## config.mk

```make
export PLATFORM = sky130hd
export DESIGN_NAME = bine_cell
export DESIGN_NICKNAME = d
export VERILOG_FILES = /design/src/bine_pkg.sv /design/src/bine_cell.sv
export SDC_FILE = /design/constraint.sdc
export NUM_CORES = 1
export LEC_CHECK = 0
export BUFFER_PORTS_ARGS = -buffer_cell sky130_fd_sc_hd__clkbuf_2
export CORE_AREA = 2 2 143 145
export CTS_CLUSTER_DIAMETER = 200
export CTS_CLUSTER_SIZE = 14
export DETAILED_ROUTE_END_ITERATION = 7
export DIE_AREA = 0 0 145 147
export PLACE_DENSITY = 0.67
export SLEW_MARGIN = 0
export SYNTH_ARGS = -nofsm -noshare
export SYNTH_HDL_FRONTEND = slang
export SYNTH_SLANG_ARGS = --single-unit
```

## constraint.sdc

```tcl
create_clock -name clock -period 9.6 [get_ports clock]
set_clock_uncertainty 0.1 [all_clocks]
set_input_delay 1.92 -clock clock [delete_from_list [all_inputs] [get_ports clock]]
set_output_delay 1.92 -clock clock [all_outputs]
set_load 0.05 [all_outputs]
```

## src/bine_pkg.sv

```systemverilog
// shared types and constants for the b+ tree internal node engine
// no dependencies; compiled first

package bine_pkg;

   localparam int KEY_W   = 64;
   localparam int CHILD_W = 32;
   localparam int ACT_W   = 3;
   localparam int STS_W   = 2;

   typedef logic [ACT_W-1:0] action_type;
   typedef logic [STS_W-1:0] status_type;

   // operation codes
   localparam action_type ACT_CLEAR    = 3'd0;
   localparam action_type ACT_SET_LEFT = 3'd1;
   localparam action_type ACT_FIND     = 3'd2;
   localparam action_type ACT_INSERT   = 3'd3;
   localparam action_type ACT_SPLIT    = 3'd4;

   // status codes
   localparam status_type STS_OK    = 2'd0;
   localparam status_type STS_FULL  = 2'd1;
   localparam status_type STS_EMPTY = 2'd2;

   typedef struct packed {
      action_type         action;
      logic [KEY_W-1:0]   key;
      logic [CHILD_W-1:0] child;
   } req_payload_type;

   typedef struct packed {
      status_type         status;
      logic [CHILD_W-1:0] child_out;
      logic [KEY_W-1:0]   key_out;
      logic               last;
   } rsp_payload_type;

   // broadcast from the controller to every cell
   typedef struct packed {
      logic               ins_en;
      logic [KEY_W-1:0]   key;
      logic [CHILD_W-1:0] child;
   } cell_ctl_type;

   // what a cell hands to its right neighbor
   typedef struct packed {
      logic               lt;
      logic [KEY_W-1:0]   key;
      logic [CHILD_W-1:0] child;
   } nbr_type;

   // search token travelling down the row
   typedef struct packed {
      logic               valid;
      logic               found;
      logic [CHILD_W-1:0] sel;
   } tok_type;

endpackage

```

## src/bine_cell.sv

```systemverilog
// one slot of the node: a key and the child to its right
// depends on bine_pkg

module bine_cell
   import bine_pkg::*;
#(
   parameter int CELL_IDX_P = 0,
   parameter int CNT_W_P    = 5
) (
   input  logic               clock,
   input  logic               reset,
   input  cell_ctl_type       ctl,
   input  logic [CNT_W_P-1:0] count,
   input  nbr_type            nbr_in,
   output nbr_type            nbr_out,
   input  tok_type            tok_in,
   output tok_type            tok_out
);

   localparam logic [CNT_W_P-1:0] MY_IDX = CNT_W_P'(CELL_IDX_P);

   logic [KEY_W-1:0]   key_ff, key_in;
   logic [CHILD_W-1:0] child_ff, child_in;
   tok_type            tok_ff, tok_in_next;
   logic               in_use, in_reach, lt, hit;

   assign in_use   = MY_IDX < count;
   assign in_reach = MY_IDX <= count;
   assign lt       = in_use && (key_ff < ctl.key);
   // first key above the probe, or past the used slots
   assign hit      = !tok_in.found && (!in_use || (ctl.key < key_ff));

   always_comb begin
      key_in   = key_ff;
      child_in = child_ff;
      // at or right of the insert point: take the new entry or shift right
      if (ctl.ins_en && in_reach && !lt) begin
         if (nbr_in.lt) begin
            key_in   = ctl.key;
            child_in = ctl.child;
         end else begin
            key_in   = nbr_in.key;
            child_in = nbr_in.child;
         end
      end
   end

   always_comb begin
      tok_in_next.valid = tok_in.valid;
      tok_in_next.found = tok_in.found | hit;
      tok_in_next.sel   = hit ? nbr_in.child : tok_in.sel;
   end

   always_ff @(posedge clock) begin
      key_ff   <= key_in;
      child_ff <= child_in;
      if (reset) begin
         tok_ff <= '0;
      end else begin
         tok_ff <= tok_in_next;
      end
   end

   assign nbr_out.lt    = lt;
   assign nbr_out.key   = key_ff;
   assign nbr_out.child = child_ff;
   assign tok_out       = tok_ff;

endmodule

```

Word-level counts from Yosys, hierarchy flattened
Cells that the tools add are included.

Muxes and demuxes: 3. $lt $le $gt $ge: 4. $add $sub $neg: 0. Eq/ne operators: 0. Bitwise logic cells: 1. Divide/modulo/power cells: 0. Shifts and indexed selects: 0. Reduce and logical (&&, ||, !) cells: 8. Multipliers: 0.

Operators with widths (number): 64-bit less-than comparator (2); 32-bit 2-to-1 mux (2); 64-bit 2-to-1 mux (1); 1-bit by 5-bit less-or-equal comparator with 1-bit output, first input constant (1); 1-bit by 5-bit less-than comparator with 1-bit output, first input constant (1); 1-bit logical AND (4); 1-bit logical NOT (3); 1-bit logical OR (1); 1-bit bitwise OR (1).

Flip-flop bits (word level): 130. RAM bits: 0. Output and inout port bits: 131. Latch bits: 0. Memories kept: 0. Input port bits: 235. Memory bits (read-only): 0.

Longest topological paths before layout
Word-level depth: 5. Depth in mapped cells: 11. Depth with buffers taken out: 9.

Worst setup path before layout
Ideal clock, no wire load.

Path type: in2reg. From: input port ctl[78] in the netlist's numbering. To: register child_ff[0], enable pin. Arrival time: 7802 ps. Buffers on the path: 1. Stages on the path: 9. Library setup time: 561 ps. Slack: 1137 ps. Data required time: 8939 ps. Path through: ha_1 nand4_1 nor3_1 a221o_1 o31a_1 nor4_2 buf_4 a311oi_1 nor2b_1.

Word-level cells in the longest chain between the ends: 4.

RTL lines: start: declaration (RTL line bine_cell.sv:12) `input cell_ctl_type ctl,`; 64-bit less-than comparator (RTL line bine_cell.sv:29) `assign lt = in_use && (key_ff < ctl.key);`; 1-bit logical AND (RTL line bine_cell.sv:29); named net lt (RTL line bine_cell.sv:25) `logic in_use, in_reach, lt, hit;`; 1-bit logical NOT (RTL line bine_cell.sv:37) `if (ctl.ins_en && in_reach && !lt) begin`; 1-bit logical AND (RTL line bine_cell.sv:37); end signal: assignment (RTL line bine_cell.sv:56) `child_ff <= child_in;`; end: declaration (RTL line bine_cell.sv:23) `logic [CHILD_W-1:0] child_ff, child_in;`.

The timed path passes the listed nets, and every way through them passes these cells. A chain may end at the register's enable or synchronous reset.

==> run metrics <==
status=complete, no violations; Critical Path AT=5150 ps; dpl ws=approximately 2400 ps; clk root buf=clkbuf_16; final slew viol count=0; Congestion Overflow GR=0; global-route wire length before repair=~35 mm; WL/cell=between 15 and 20 um; Final Hold Fails=0; Synth top area share=a little under two fifths; top_reg_cell synth=edfxtp_1; Avg Inst Size Synth=11.0 um^2; crit end category=output pin; Core ar.=roughly 20000 um^2; post-CTS setup buffer count=0; CTS Buffer Depth=2; CP Cell Sequence=clkbuf_2, ha_1, nand4_1, nor4_1, nand3_1, a311oi_1, nor4_4, buf_4, a311oi_1, clkbuf_2; H-tree depth=4; Synth Warn #=0; slack of the critical path=about 2400 ps; Rows=52; Via Count=about 6700; Worst setup SP type=input pin; Horiz. Die Dim=roughly 150 um; DP HPWL=roughly 17 mm; drt drc=0; worst path required time=7580 ps; Post-CTS Hold Buffers=0; Placed Instances=about 1300; number of synthesized flops with an enable pin=96; Least-Margin Pin Slew=approximately 900 ps; CP max stage delay=~630 ps; chip height=between 100 and 150 um; TritonCTS Buffers=17; cell taking the most area after synthesis=edfxtp_1; Final nets=1345; input/output buffers=roughly 370; Clock Latency Late Sink=410 ps; slowest CP cell=a311oi_1; antenna viol nets, final=0; Vias per Instance=roughly 5; Unique masters post-synth=38; Seq cells post-synth=130; post-CTS sizing=0; crit path kind=in2out; 1st-pass router iterations=4; PwrDens=~170 nW/um^2; share of cells above drive strength 1=a little under half; leakage=slightly below 5 nW; largest net degree at the start of global routing=67; Clk pin slew, worst setup/hold paths=about 60 ps; synth top area cells=edfxtp_1 37%, mux2_2 14%, ha_1 10%; final std cells w/o fill=between 1000 and 1500; CTS tree=yes; Sink Count=130; Syn Nets=998; HP Class=reg2reg; Max-slew headroom=around 41%; DR iter-0 viols=between 200 and 250; io pins=366; Antenna Cells=0; gr usage total=between 20% and 30%; vias in the first global route=about 6700; Tmin final=~7200 ps; Final Cycle Share=~75%; gp weighted congestion=about 0.85; initial antenna violation count=1; Cells after Synth=around 700; worst vdd ir=0.108 mV; final wirelength=about 22 mm; Tot Pwr=between 0.0015 and 0.002 W; crit-path max FO=between 60 and 70; synthesized area=a little under 8000 um^2; # setup viols final=0; Post-synth ARST share=0%; final setup TNS=0 ps; sequential element share of the synthesized area=a little under half; unrepaired setup endpoints after global routing=no; Area growth, synth to finish=33.6%; FMAX=~140 MHz; Initial Utilization=between 30% and 40%; die area=about 21000 um^2; max cap viols=0
## area by class of cell
type | count | area (um^2)
Tap cell | 270 | 338
Multi-Input combinational cell | 457 | 3730
Timing Repair Buffer | 372 | 1880
Sequential cell | 130 | 3560
Clock buffer | 21 | 440
Clock inverter | 11 | 92.6
Inverter | 68 | 255
Fill cell | 1839 | 9540
## worst paths after layout
path | cells after the start | startpoint | slack, ps | to
min | 7 | key_ff[63]$_DFFE_PP_ | 1490 | tok_out[2]$_SDFF_PP0_
max reg2reg | 12 | key_ff[35]$_DFFE_PP_ | 5050 | key_ff[25]$_DFFE_PP_
max | 10 | ctl[91] | 2430 | nbr_out[96]
min reg2reg | 7 | key_ff[63]$_DFFE_PP_ | 1490 | tok_out[2]$_SDFF_PP0_
## cells by family after synthesis
family                   after synthesis  share of synthesized area (%)
flip-flops                           130                           46.2
multiplexers                          96                           14.0
adder cells (fa/ha/maj)               64                           10.4
AO/OA/AOI/OAI                        115                           9.71
buffers and inverters                112                           5.72
AND/OR/NAND/NOR                      182                           14.0
## state kept, by name, summed over array words and instances, names as in the netlist
| register | cells |
|---|---|
| child_ff | 32 |
| key_ff | 64 |
| tok_out | 34 |
## synth_stat cells (all sizes together), types with 12 or more instances
library cell   n
a211o         32
a21oi         26
buf           12
clkbuf        32
dfxtp         34
edfxtp        96
ha            64
inv           68
mux2          96
nand2         82
nor3b         32
nor4b         32
o21ai         40
## per-layer routing
| metal | up-vias | global-route usage, % | share of wire (%) |
|---|---|---|---|
| met3 | 19 | 7.95 | 8.6 |
| met1 | 3112 | 24.0 | 40 |
| met4 | 0 | 5.45 | 1.4 |
| met5 | - | 0 | 0 |
| li1 | 3273 | - | - |
| met2 | 269 | 36.1 | 50 |
## critical path, delay by kind of cell
kind                     cells  cell delay, ps
buffers and inverters        3             820
AND/OR/NAND/NOR              4            1020
adder cells (fa/ha/maj)      1             310
AO/OA/AOI/OAI                2            1060
## cells in the final DEF (no fill, tap or decap), types with 2 or more instances in the layout
cell type	instances
clkbuf_2	363
mux2_2	96
edfxtp_1	96
nand2_1	82
inv_1	68
ha_1	64
o21ai_0	37
dfxtp_1	34
a211o_1	32
nor3b_1	32
a21oi_1	26
nor4b_1	25
clkbuf_16	17
nand4_1	11
buf_4	8
nor4b_2	7
nand3_1	7
nor2_1	6
clkinv_2	6
a21o_1	5
clkbuf_1	4
nor4_1	3
o21ai_1	3
a221oi_1	3
nor3_1	2
a311oi_1	2
clkinvlp_4	2
clkinv_4	2
## metrics by stage
| step | hold WS, ps | cell area [um^2] | utilization [%] |
|---|---|---|---|
| after floorplan | 1470 | 7710 | - |
| after global placement | 1520 | 9770 | 49.2 |
| after detailed placement | 1530 | 9770 | 49.2 |
| after CTS | 1550 | 10300 | 51.9 |
| after global routing | 1610 | 10300 | 51.9 |
| final | 1490 | 10300 | 51.9 |
## where the power goes
part           total, W  internal, W  switching [W]
clock network  0.000594     0.000354       0.000240
registers      0.000688     0.000668      0.0000199
logic          0.000494     0.000155       0.000339
(Power assumes the default switching activity.)
